$ cat config.mk
export PLATFORM = sky130hd
export DESIGN_NAME = unique_entry_fifo
export DESIGN_NICKNAME = d
export VERILOG_FILES = /design/src/design/uef_pkg.sv /design/src/design/uef_ram.sv /design/src/design/unique_entry_fifo.sv
export SDC_FILE = /design/constraint.sdc
export NUM_CORES = 1
export LEC_CHECK = 0
export ABC_AREA = 1
export CAP_MARGIN = 20
export CORE_MARGIN = 4
export CORE_UTILIZATION = 30
export CTS_CLUSTER_SIZE = 10
export DETAILED_ROUTE_END_ITERATION = 8
export DONT_BUFFER_PORTS = 1
export HOLD_SLACK_MARGIN = 0.08
export PLACE_DENSITY = 0.4
export SLEW_MARGIN = 10
export SYNTH_ARGS = -nofsm -noshare
export SYNTH_HDL_FRONTEND = slang
export SYNTH_SLANG_ARGS = --single-unit
$ cat constraint.sdc
create_clock -name i_clk -period 5.2 [get_ports i_clk]
set_input_delay 0.52 -clock i_clk [delete_from_list [all_inputs] [get_ports i_clk]]
set_output_delay 0.52 -clock i_clk [all_outputs]
set_load 0.05 [all_outputs]
$ cat src/design/uef_pkg.sv
// ----------------------------------------------------------------------------
// uef_pkg
// Shared types and constants of the unique entry FIFO.
// ----------------------------------------------------------------------------
package uef_pkg;

    localparam int OP_BITS    = 2;
    localparam int TASK_BITS  = 32;
    localparam int COUNT_BITS = 5;

    typedef logic [OP_BITS-1:0] t_op;

    localparam t_op OP_PUSH = 2'd0;
    localparam t_op OP_POP  = 2'd1;
    localparam t_op OP_PEEK = 2'd2;

    typedef enum logic [1:0] {
        ST_IDLE,
        ST_SCAN,
        ST_FETCH,
        ST_DONE
    } t_state;

endpackage

$ cat src/design/uef_ram.sv
// ----------------------------------------------------------------------------
// uef_ram
// Generic single-clock RAM, one write port and one read port, registered read.
// ----------------------------------------------------------------------------
module uef_ram #(
    parameter int WIDTH = 32,
    parameter int DEPTH = 16
) (
    input  logic                     i_clk,
    input  logic                     i_we,
    input  logic [$clog2(DEPTH)-1:0] i_waddr,
    input  logic [WIDTH-1:0]         i_wdata,
    input  logic                     i_re,
    input  logic [$clog2(DEPTH)-1:0] i_raddr,
    output logic [WIDTH-1:0]         o_rdata
);

    logic [WIDTH-1:0] r_mem [DEPTH];
    logic [WIDTH-1:0] r_rdata;

    always_ff @(posedge i_clk) begin
        if (i_we) begin
            r_mem[i_waddr] <= i_wdata;
        end
        if (i_re) begin
            r_rdata <= r_mem[i_raddr];
        end
    end

    assign o_rdata = r_rdata;

endmodule

$ cat src/design/unique_entry_fifo.sv
// ----------------------------------------------------------------------------
// unique_entry_fifo
// FIFO of task handles that refuses duplicates; entries live in one RAM.
// ----------------------------------------------------------------------------
// Input channel (i_in_valid / o_in_ready) carries one word: an op (push, pop,
// peek; code 3 acts as peek) and a task handle. Output channel (o_out_valid /
// i_out_ready) returns one word per input word: the front handle (zero when
// empty), front valid, entry count, and duplicate / full flags for a push.
// One word is processed at a time. A push reads every stored entry from the
// RAM, one read per cycle, and compares each against the handle; its result
// follows the scan of all N stored entries, N being the entry count before
// the push. A pop that leaves the queue non-empty reads the new front from the
// RAM in ST_FETCH; peek and other pops go from ST_IDLE straight to ST_DONE.
// The next word is taken once the previous result sits in the output register.
// When the receiver stalls, the result holds in the output register and the
// block stalls only if a later word's result is ready before it drains.
// Reset empties the queue at once; RAM contents are never cleared, as data
// read from slots that hold no live entry is never used.
// ----------------------------------------------------------------------------
module unique_entry_fifo #(
    parameter int QUEUE_DEPTH = 16,
    parameter int HANDLE_BITS = 32
) (
    input  logic                           i_clk,
    input  logic                           i_rst_n,
    input  logic                           i_in_valid,
    output logic                           o_in_ready,
    input  uef_pkg::t_op                   i_op,
    input  logic [uef_pkg::TASK_BITS-1:0]  i_task_req,
    output logic                           o_out_valid,
    input  logic                           i_out_ready,
    output logic [uef_pkg::TASK_BITS-1:0]  o_front_task,
    output logic                           o_front_valid,
    output logic [uef_pkg::COUNT_BITS-1:0] o_count,
    output logic                           o_was_duplicate,
    output logic                           o_was_full
);

    import uef_pkg::*;

    localparam int STORE_BITS = (HANDLE_BITS < TASK_BITS) ? HANDLE_BITS : TASK_BITS;
    localparam int IDX_W      = $clog2(QUEUE_DEPTH);
    localparam int CNT_W      = $clog2(QUEUE_DEPTH + 1);
    localparam logic [IDX_W-1:0] LAST_IDX = IDX_W'(QUEUE_DEPTH - 1);
    localparam logic [CNT_W-1:0] FULL_CNT = CNT_W'(QUEUE_DEPTH);

    function automatic logic [IDX_W-1:0] next_idx(input logic [IDX_W-1:0] idx);
        logic [IDX_W-1:0] inc;
        inc = idx + 1'b1;
        return (idx == LAST_IDX) ? '0 : inc;
    endfunction

    t_state r_state;
    t_state n_state;

    logic [IDX_W-1:0]      r_head;
    logic [IDX_W-1:0]      r_tail;
    logic [CNT_W-1:0]      r_count;
    logic [CNT_W-1:0]      r_left;
    logic [IDX_W-1:0]      r_addr;
    logic                  r_pend;
    logic                  r_hit;
    logic                  r_dup;
    logic                  r_full;
    logic [STORE_BITS-1:0] r_req;
    logic [STORE_BITS-1:0] r_front;

    logic                  r_out_valid;
    logic [STORE_BITS-1:0] r_out_front;
    logic                  r_out_fv;
    logic [CNT_W-1:0]      r_out_count;
    logic                  r_out_dup;
    logic                  r_out_full;

    logic                  w_accept;
    logic                  w_out_free;
    logic                  w_out_load;
    logic                  w_scan_hit;
    logic                  w_found;
    logic                  w_scan_end;
    logic                  ram_we;
    logic                  ram_re;
    logic [IDX_W-1:0]      ram_raddr;
    logic [STORE_BITS-1:0] ram_rdata;

    logic [TASK_BITS+STORE_BITS-1:0] w_front_ext;
    logic [COUNT_BITS+CNT_W-1:0]     w_count_ext;

    uef_ram #(
        .WIDTH (STORE_BITS),
        .DEPTH (QUEUE_DEPTH)
    ) u_store (
        .i_clk   (i_clk),
        .i_we    (ram_we),
        .i_waddr (r_tail),
        .i_wdata (r_req),
        .i_re    (ram_re),
        .i_raddr (ram_raddr),
        .o_rdata (ram_rdata)
    );

    assign w_accept   = i_in_valid && o_in_ready;
    assign w_out_free = !r_out_valid || i_out_ready;
    assign w_scan_hit = r_pend && (ram_rdata == r_req);
    assign w_found    = r_hit || w_scan_hit;
    assign w_scan_end = (r_state == ST_SCAN) && (r_left == '0);

    always_comb begin
        n_state = r_state;
        unique case (r_state)
            ST_IDLE: begin
                if (w_accept) begin
                    unique case (i_op)
                        OP_PUSH: n_state = ST_SCAN;
                        OP_POP:  n_state = (r_count > CNT_W'(1)) ? ST_FETCH : ST_DONE;
                        default: n_state = ST_DONE;
                    endcase
                end
            end
            ST_SCAN: begin
                if (r_left == '0) begin
                    n_state = ST_DONE;
                end
            end
            ST_FETCH: n_state = ST_DONE;
            ST_DONE: begin
                if (w_out_free) begin
                    n_state = ST_IDLE;
                end
            end
            default: n_state = ST_IDLE;
        endcase
    end

    always_comb begin
        o_in_ready = 1'b0;
        ram_re     = 1'b0;
        ram_raddr  = r_addr;
        ram_we     = 1'b0;
        w_out_load = 1'b0;
        unique case (r_state)
            ST_IDLE: begin
                o_in_ready = 1'b1;
                ram_raddr  = next_idx(r_head);
                ram_re     = w_accept && (i_op == OP_POP);
            end
            ST_SCAN: begin
                ram_re = (r_left != '0);
                ram_we = w_scan_end && !w_found && (r_count != FULL_CNT);
            end
            ST_FETCH: ;
            ST_DONE: w_out_load = w_out_free;
            default: ;
        endcase
    end

    always_ff @(posedge i_clk) begin
        if (!i_rst_n) begin
            r_state <= ST_IDLE;
            r_head  <= '0;
            r_tail  <= '0;
            r_count <= '0;
            r_left  <= '0;
            r_pend  <= 1'b0;
            r_hit   <= 1'b0;
            r_dup   <= 1'b0;
            r_full  <= 1'b0;
        end else begin
            r_state <= n_state;
            unique case (r_state)
                ST_IDLE: begin
                    if (w_accept) begin
                        r_left <= r_count;
                        r_pend <= 1'b0;
                        r_hit  <= 1'b0;
                        r_dup  <= 1'b0;
                        r_full <= 1'b0;
                        if (i_op == OP_POP && r_count != '0) begin
                            r_count <= r_count - 1'b1;
                            if (r_count == CNT_W'(1)) begin
                                r_head <= '0;
                                r_tail <= '0;
                            end else begin
                                r_head <= next_idx(r_head);
                            end
                        end
                    end
                end
                ST_SCAN: begin
                    r_pend <= (r_left != '0);
                    if (r_left != '0) begin
                        r_left <= r_left - 1'b1;
                    end
                    if (w_scan_hit) begin
                        r_hit <= 1'b1;
                    end
                    if (r_left == '0) begin
                        if (w_found) begin
                            r_dup <= 1'b1;
                        end else if (r_count == FULL_CNT) begin
                            r_full <= 1'b1;
                        end else begin
                            r_tail  <= next_idx(r_tail);
                            r_count <= r_count + 1'b1;
                        end
                    end
                end
                ST_FETCH: ;
                ST_DONE: ;
                default: ;
            endcase
        end
    end

    always_ff @(posedge i_clk) begin
        if (w_accept) begin
            r_req  <= i_task_req[STORE_BITS-1:0];
            r_addr <= r_head;
        end else if (r_state == ST_SCAN && r_left != '0) begin
            r_addr <= next_idx(r_addr);
        end
        if (ram_we && r_count == '0) begin
            r_front <= r_req;
        end else if (r_state == ST_FETCH) begin
            r_front <= ram_rdata;
        end
        if (w_out_load) begin
            r_out_front <= (r_count != '0) ? r_front : '0;
            r_out_fv    <= (r_count != '0);
            r_out_count <= r_count;
            r_out_dup   <= r_dup;
            r_out_full  <= r_full;
        end
    end

    always_ff @(posedge i_clk) begin
        if (!i_rst_n) begin
            r_out_valid <= 1'b0;
        end else if (w_out_load) begin
            r_out_valid <= 1'b1;
        end else if (i_out_ready) begin
            r_out_valid <= 1'b0;
        end
    end

    assign w_front_ext     = {{TASK_BITS{1'b0}}, r_out_front};
    assign w_count_ext     = {{COUNT_BITS{1'b0}}, r_out_count};
    assign o_out_valid     = r_out_valid;
    assign o_front_task    = w_front_ext[TASK_BITS-1:0];
    assign o_front_valid   = r_out_fv;
    assign o_count         = w_count_ext[COUNT_BITS-1:0];
    assign o_was_duplicate = r_out_dup;
    assign o_was_full      = r_out_full;

`ifndef NO_ASSERTIONS
    a_count_bound: assert property (@(posedge i_clk) disable iff (!i_rst_n)
        r_count <= FULL_CNT)
        else $error("entry count exceeds queue depth");

    a_empty_idx: assert property (@(posedge i_clk) disable iff (!i_rst_n)
        (r_count == '0) |-> (r_head == '0 && r_tail == '0))
        else $error("empty queue with nonzero indices");

    a_write_room: assert property (@(posedge i_clk) disable iff (!i_rst_n)
        ram_we |=> (r_count != '0 && !r_dup && !r_full))
        else $error("store write without a counted entry");

    a_flags_excl: assert property (@(posedge i_clk) disable iff (!i_rst_n)
        o_out_valid |-> !(o_was_duplicate && o_was_full))
        else $error("duplicate and full flagged together");

    a_front_valid: assert property (@(posedge i_clk) disable iff (!i_rst_n)
        o_out_valid |-> (o_front_valid == (r_out_count != '0)))
        else $error("front valid disagrees with count");
`endif

endmodule
# [Yosys cells after proc, flatten, opt, wreduce, memory -nomap -nowiden]
# Memory sizes are Yosys's and may differ from the RTL's. A register that Yosys moved wholly into a read port is not among the register bits.
# Index checks and enable logic that the tools add are counted.
[totals] regBits=133 mem_bits_rw=512 inputBits=38 output_inout_bits=42 word_cells=130 memories=1
[classes] addsub=6 n_lt_le_gt_ge=1 eq_ne=22 n_mux=50 reduce_logical=32
[memory_table] name="u_store.r_mem" depth=16 word_bits=32 read_ports=1 rd_clocked_by_memory_dff=1 wr=1 line_no="uef_ram.sv:18" text="logic [WIDTH-1:0] r_mem [DEPTH];"
[op_table] operator="$mux 32" n=2
[op_table] operator="$mux 4" n=13
[op_table] operator="$mux 5" n=7
[op_table] operator="$eq 32x32->1" n=1
[op_table] operator="$pmux 5 s2" n=2
[op_table] operator="$ne 2x2->1 const B" n=8
[op_table] operator="$mux 1" n=15
[op_table] operator="$add 4x1->4 const B" n=3
[op_table] operator="$eq 4x4->1 const B" n=3
[op_table] operator="$reduce_and 3->1" n=4
[op_table] operator="$logic_not 5->1" n=2
[op_table] operator="$pmux 1 s2" n=5
[op_table] operator="$reduce_bool 5->1" n=2
[op_table] operator="$sub 5x1->5 const B" n=2
[op_table] operator="$logic_and 1x1->1" n=9
[op_table] operator="$pmux 2 s4" n=1
[op_table] operator="$pmux 4 s2" n=1
[op_table] operator="$reduce_bool 2->1" n=4
[op_table] operator="$reduce_and 7->1" n=1
[op_table] operator="$mux 2" n=3
[op_table] operator="$ne 2x1->1 const B" n=3
[op_table] operator="$reduce_and 6->1" n=1
[op_table] operator="$add 5x1->5 const B" n=1
[op_table] operator="$eq 5x1->1 const B" n=1
[op_table] operator="other kinds (12)" n=17

# [Longest topological paths before layout]
# Gate-level depths: netlist of run 1.
[depth] depth_word=9 ltp_mapped=17 mapped_depth_nobuf=16

# [Hierarchy]
# Synthesis of run 1 repeated with hierarchy kept, for this count alone.
[unflattened] cells_unflattened=2786 hier_area_um2=29380.7
[modules_own_cells] module="uef_ram" n_inst=1 cells_per_inst=2120 area_each_um2=23064.6 seq_area_each_um2=16335.7
[modules_own_cells] module="unique_entry_fifo" n_inst=1 cells_per_inst=666 area_each_um2=6316.1 seq_area_each_um2=3743.6

# [Least setup slack after synthesis of run 1]
# Ideal clock, no wire load.
[synth_timing] kind="reg-to-reg" from="register r_req[29]" to="memory u_store.r_mem[3][0], enable pin" setup_time_ns=0.461 t_arrival_ns=3.406 t_required_ns=4.739 setup_slack_ns=1.333 path_stages_with_launch=14 n_path_buf=0 cell_sequence="edfxtp_1 inv_1 nand2_1 nand2_1 inv_1 nand2_1 nor2_1 nand2_1 nor2_1 nand3_1 nand2_1 inv_2 nand2_4 nor3_1"
[synth_via] elab_chain_len=9
[synth_rtl] element="from (decl)" line_no="unique_entry_fifo.sv:65" text="logic [STORE_BITS-1:0] r_req;"
[synth_rtl] element="from (signal assigned)" line_no="unique_entry_fifo.sv:217" text="r_req <= i_task_req[STORE_BITS-1:0];"
[synth_rtl] element="$eq 32x32->1" line_no="unique_entry_fifo.sv:104" text="assign w_scan_hit = r_pend && (ram_rdata == r_req);"
[synth_rtl] element="$logic_and 1x1->1" line_no="unique_entry_fifo.sv:104"
[synth_rtl] element="$logic_or 1x1->1" line_no="unique_entry_fifo.sv:105" text="assign w_found = r_hit || w_scan_hit;"
[synth_rtl] element="$logic_not 1->1" line_no="unique_entry_fifo.sv:149" text="ram_we = w_scan_end && !w_found && (r_count != FULL_CNT);"
[synth_rtl] element="$logic_and 1x1->1 (2 in a row)" line_no="unique_entry_fifo.sv:149"
[synth_rtl] element="$mux 1" line_no="unique_entry_fifo.sv:141" text="unique case (r_state)"
[synth_rtl] element="$mux 1" line_no="uef_ram.sv:22" text="if (i_we) begin"
[synth_rtl] element="$mux 1 (not written as such)" line_no="uef_ram.sv:23" text="r_mem[i_waddr] <= i_wdata;"
[synth_rtl] element="to (decl)" line_no="uef_ram.sv:18"
# Every way passes these cells.

# [Worst setup path after layout of run 1]
[layout_timing] from="register r_req[19]" to="memory u_store.r_mem[1][18], enable pin"
# Same word-level chain as after synthesis.

==> run metrics, run 1 <==
status=complete, no violations; Critical Path RT=5490 ps; # hold bufs at CTS=34; syn_area_per_cell=12.07 sq um; I/O Pins=80; core region area=0.09208 sq mm; Tcrit/Tclk final=0.6994; Max-cap violations=0; # resized after CTS=0; port buffer count=0; largest net degree at the start of global routing=106; Cells after DPL=3501; Worst setup EP type=register; Worst EP arrival=3920 ps; most common cell after layout, fill and taps aside=edfxtp_1; H-tree lvl count=3; setup TNS=0 ps; CTS Sinks=677; layout cell share with drive strength beyond 1=0.08381; Num CTS Buffers=86; initial core utilization=0.3037; Final setup violation count=0; DR vias=17316; most frequent cells in the layout=652 x edfxtp_1, 367 x inv_1, 357 x nand2_1, 180 x nand3_1, 176 x o21ai_0; worst min path class=in2reg; leakage=11.97 nW; RSZ-0062 raised after global routing=false; Mapped Cells=2317; Post-synth EDFFs=652; Die Wd=313.3 um; Slew @ Worst Pin=1114 ps; Post-Syn Nets=2371; GRT Util Overall=0.1581; Non-Filler Instances=3690; Clock Latency Late Sink=650 ps; Hold WS=204.4 ps; Mapped Area=0.02796 sq mm; Clock Root Buffer=clkbuf_16; Max Clock Freq=0.2750 GHz; vias in the first global route=17154; hold path start=i_rst_n; worst-path fanout max=19; DP Area=0.02958 sq mm; routed wire length per instance=21.19 um; R2R setup slack=1560 ps; cell area after layout=0.03251 sq mm; Total Wirelength=78210 um; antenna-violating nets left=0; Cell Pwr Density=617.1 mW/mm^2; most common flop cell mapped by yosys=edfxtp_1; number of antenna violations at the first check in global routing=4; Pwr Total=20.06 mW; Core Util, Final=0.3531; grt ovf=0; fin crit period=3637 ps; VDD IR-drop max=0.0007421 V; CP Class=reg2reg; FF-to-FF Start=r_req[19]$_DFFE_PP_; worst setup margin=1563 ps; hold endpoint=r_dup$_SDFFE_PN0P_; DRC viols=0; final hold vios=0; Clk pin slew, worst setup/hold paths=60 ps; # Post-CTS Setup Buffers=0; Detailed Routing Iterations Pass 1=5; post-placement setup slack=1572 ps; # rows=111; NumNets Final=2434; worst clock skew=31.60 ps; Max Slew Vio Count=0; hpwl dp=44430 um; Hold Path Depth=2; post-synthesis cell type count=38; Async SR Flop Fraction=0; YS warnings=0; Starting DRT DRC Count=1339; maximum root-to-sink buffer count=3; die area=0.09816 sq mm; reg2reg path depth=13; Fill cells=9067; RR Endpoint=u_store.r_mem[1][18]$_DFFE_PP_; Yosys reg bits=677; first-pass GRT wire length=115300 um; RePlAce Congestion=0.7586; sequential area share after synthesis=0.7180; Layout area overhead=16.25%; Worst slew margin=0.2576; CTS tree=yes; floorplan die height=313.3 um; CP startpoint kind=register; Vias per Instance=4.693
routing by layer:
layer,GRT usage,wire (um)
met2,0.2471,34950
met5,0,0
met1,0.2255,37460
met4,0.04904,1967
met3,0.02709,3828
cells by family (layout without fill, tap and decap cells):
logic type | Yosys count | in the layout | synth area share
flops | 677 | 677 | 0.7180
simple gates | 617 | 617 | 0.09387
buf+inv | 495 | 624 | 0.07360
compound gates | 490 | 490 | 0.1004
xor+xnor | 22 | 22 | 0.006891
fa+ha+maj | 16 | 16 | 0.007159
other cells | 0 | 1 | 0
cell type report:
cell class	count	area, sq um	share of cell area
sequential	677	20080	0.6176
multi-input combinational	1145	5979	0.1839
clock buffer	125	2338	0.07193
tap	1243	1555	0.04784
inverter	375	1410	0.04337
timing repair buffer	95	898.4	0.02763
clock inverter	29	246.5	0.007582
antenna	1	2.502	0.00007697
power breakdown:
| part | switching, mW | internal (mW) |
|---|---|---|
| clock network | 2.29 | 3.22 |
| registers | 0.587 | 7.10 |
| logic | 4.97 | 1.90 |
| total | 7.85 | 12.2 |
registers in the layout (all words and copies together), names as in the netlist, 2 cells and up:
name / flops
r_head: 4
o_count: 5
u_store.r_mem: 512
o_front_task: 32
u_store.o_rdata: 32
r_state: 2
r_front: 32
r_left: 5
r_addr: 4
r_tail: 4
r_count: 5
r_req: 32
Yosys cell counts (all sizes together), types with 4 or more instances:
cell	n	share of area
o221ai	9	0.0028
clkbuf	16	0.0022
a211oi	5	0.0013
edfxtp	652	0.70
nor3	7	0.0016
xnor2	15	0.0047
o22ai	4	0.00089
nand2	361	0.049
inv	375	0.050
a21oi	164	0.029
nand3	182	0.033
nor2	53	0.0074
buf	104	0.021
o211ai	110	0.030
nand4	13	0.0029
dfxtp	25	0.018
o21ai	192	0.035
xor2	7	0.0022
ha	16	0.0072
critical path: stages (launching register included):
cell	delay (ps)
edfxtp_1	800
nand2_1	150
nand2_1	110
inv_1	50
nand4_1	160
nor2_1	90
nand3_1	100
nand2_1	100
inv_2	100
nand2_4	100
inv_1	130
nand2_1	260
nor2_4	630
buf_4	480
how the worst max path moves through the flow:
stage	start	to	cells past startpoint
2_1_floorplan	r_req[29]$_DFFE_PP_	u_store.r_mem[3][0]$_DFFE_PP_	13
3_3_place_gp	r_req[29]$_DFFE_PP_	u_store.r_mem[1][14]$_DFFE_PP_	13
3_5_place_dp	r_req[19]$_DFFE_PP_	u_store.r_mem[1][15]$_DFFE_PP_	13
4_1_cts	r_req[19]$_DFFE_PP_	u_store.r_mem[1][8]$_DFFE_PP_	13
5_1_grt	r_req[19]$_DFFE_PP_	u_store.r_mem[8][24]$_DFFE_PP_	13
6_report	r_req[19]$_DFFE_PP_	u_store.r_mem[1][18]$_DFFE_PP_	13
No activity file was read; power rests on OpenSTA's default activity.
==> run 2: changes to the inputs <==
clock period = 3.75 ns   (was 5.2 ns; I/O delays follow)
==> run 2 against run 1 <==
Compared with the run above: cell count fell by 0.43%; via count fell by 1.2%; sequential power rose by 38%; wire length rose by 0.77%; flip-flop and latch count did not move; clock power rose by 25%; largest cell class unchanged; worst setup slack got worse by 1200 ps; highest routed layer unchanged; combinational power rose by 43%; hold slack got worse by 84 ps; critical path type unchanged; clock skew fell by 14 ps.
==> run metrics, run 2 (synthesis results as in run 1) <==
DR vias=17103 (was 17316); vias in the first global route=16944 (was 17154); Final setup violation count=0 (unchanged); VDD IR-drop max=0.0005212 V (was 0.0007421 V); most used cell along the critical path=nand2_1 (unchanged); Worst slew margin=0.3303 (was 0.2576); Clock Latency Late Sink=620 ps (was 650 ps); Worst Path Buf+Inv=3 (was 4); NumNets Final=2451 (was 2434); GRT Util Overall=0.1600 (was 0.1581); antenna-violating nets left=0 (unchanged); Crit path max-delay family=simple AND/OR/NAND/NOR gates (unchanged); Total Wirelength=78810 um (was 78210 um); layout cell share with drive strength beyond 1=0.08560 (was 0.08381); most frequent cells in the layout=652 x edfxtp_1, 367 x inv_1, 357 x nand2_1, 180 x nand3_1, 176 x o21ai_0 (unchanged); # rows=111 (unchanged); leakage=11.95 nW (was 11.97 nW); H-tree lvl count=3 (unchanged); Die Wd=313.3 um (unchanged); Max Slew Vio Count=0 (unchanged); Hold Path Depth=2 (unchanged); Layout area overhead=16.17% (was 16.25%); worst clock skew=17.95 ps (was 31.60 ps); CP startpoint kind=register (unchanged); DP Area=0.02993 sq mm (was 0.02958 sq mm); grt ovf=0 (unchanged); Worst EP arrival=3700 ps (was 3920 ps); Tcrit/Tclk final=0.9059 (was 0.6994); CP max stage delay=820 ps (was 800 ps); Crit. path cell count=13 (unchanged); Max Clock Freq=0.2944 GHz (was 0.2750 GHz); sw frac=0.3886 (was 0.3911); Largest register FFs=512 (unchanged); hpwl dp=46500 um (was 44430 um); Cell Pwr Density=840.6 mW/mm^2 (was 617.1 mW/mm^2); Cells after DPL=3524 (was 3501); RePlAce Congestion=0.7593 (was 0.7586); CP Class=reg2reg (unchanged); Non-Filler Instances=3674 (was 3690); cell internal pwr=16.70 mW (was 12.22 mW); DRC viols=0 (unchanged); Slew @ Worst Pin=1005 ps (was 1114 ps); part of the power in combinational logic=0.360 (was 0.342); port buffer count=0 (unchanged); clock share of power=0.252 (was 0.275); worst min path class=in2reg (unchanged); worst-path fanout max=18 (was 19); CTS Sinks=677 (unchanged); final hold vios=0 (unchanged); Clk pin slew, worst setup/hold paths=50 ps (was 60 ps); crit path cell chain=xnor2_1 -> nand2_1 -> nor2_1 -> nand2_1 -> nor2_1 -> nand3_1 -> nand2_1 -> inv_2 -> nand2_4 -> inv_1 -> nand2_1 -> nor2_4 -> buf_12 (was nand2_1 -> nand2_1 -> inv_1 -> nand4_1 -> nor2_1 -> nand3_1 -> nand2_1 -> inv_2 -> nand2_4 -> inv_1 -> nand2_1 -> nor2_4 -> buf_4); Pwr Total=27.31 mW (was 20.06 mW); die area=0.09816 sq mm (unchanged); Worst path slowest cell=edfxtp_1 (unchanged); fin crit period=3397 ps (was 3637 ps); Detailed Routing Iterations Pass 1=5 (unchanged); Vias per Instance=4.655 (was 4.693); Clock Root Buffer=clkbuf_16 (unchanged); number of antenna violations at the first check in global routing=4 (unchanged); # resized after CTS=0 (unchanged); floorplan die height=313.3 um (unchanged); most common cell after layout, fill and taps aside=edfxtp_1 (unchanged); RSZ-0062 raised after global routing=false (unchanged); I/O Pins=80 (unchanged); Seq pwr share=0.388 (was 0.383); largest net degree at the start of global routing=125 (was 106); routed wire length per instance=21.45 um (was 21.19 um); reg2reg path depth=13 (unchanged); Sw Pwr=10.61 mW (was 7.846 mW); Starting DRT DRC Count=1293 (was 1339); first-pass GRT wire length=116900 um (was 115300 um); Critical Path RT=4050 ps (was 5490 ps); Num CTS Buffers=80 (was 86); worst setup margin=352.8 ps (was 1563 ps); Worst setup EP type=register (unchanged); Multi-input gate area=0.005979 sq mm (unchanged); maximum root-to-sink buffer count=3 (unchanged); cell area after layout=0.03249 sq mm (was 0.03251 sq mm); Core Util, Final=0.3528 (was 0.3531); post-placement setup slack=259.1 ps (was 1572 ps); CTS tree=yes (unchanged); status=complete, no violations (unchanged); Fill cells=8986 (was 9067); initial core utilization=0.3037 (unchanged); register area=0.02008 sq mm (unchanged); core region area=0.09208 sq mm (unchanged); Max-cap violations=0 (unchanged); Biggest register=u_store.r_mem (unchanged)
-- run 2: stage by stage --
stage | TNS (ps) | hold slack [ps]
after floorplan | -11260 | 408.2
after global placement | 0 | 416.1
after detailed placement | 0 | 417.3
after CTS | 0 | 99.44
after global routing | 0 | 117.4
final | 0 | 120.3
-- run 2: metal layers --
layer,track usage,vias to the layer above,part of all wire
met5,0,-,0
met4,0.04088,0,0.017
met3,0.02499,89,0.042
met2,0.2513,372,0.46
met1,0.2322,8416,0.48
li1,-,8226,-
-- run 2: worst paths after layout --
kind,from,to,slack (ps)
setup / recovery,r_req[18]$_DFFE_PP_,u_store.r_mem[2][24]$_DFFE_PP_,350
hold / removal,i_rst_n,r_dup$_SDFFE_PN0P_,120
setup reg to reg,r_req[18]$_DFFE_PP_,u_store.r_mem[2][24]$_DFFE_PP_,350
hold reg to reg,r_dup$_SDFFE_PN0P_,o_was_duplicate$_DFFE_PP_,430
-- run 2: area by class of cell --
cell class	count	share of cell area
inverters	375	0.04341
multi-input cells	1145	0.1841
well taps	1243	0.04787
diodes	1	0.00007703
clock buffers	104	0.06636
repair buffers	118	0.03836
flip-flops and latches	677	0.6181
clock inverters	11	0.001772
-- run 2: power by group through the flow --
| stage | combinational [mW] | clock (mW) | sequential, mW |
|---|---|---|---|
| 2_1_floorplan | 6.54 | 0 | 10.6 |
| 3_3_place_gp | 9.91 | 0 | 10.8 |
| 3_5_place_dp | 9.94 | 0 | 10.8 |
| 4_1_cts | 10.0 | 7.13 | 10.6 |
| 5_1_grt | 11.1 | 7.43 | 10.7 |
| 6_report | 9.82 | 6.89 | 10.6 |
-- run 2: repair_timing --
item                                    CTS  global route
hold buffers                             34             0
buffers inserted                          0             0
endpoints found under the setup margin    0             0
endpoints found under the hold margin    43             0
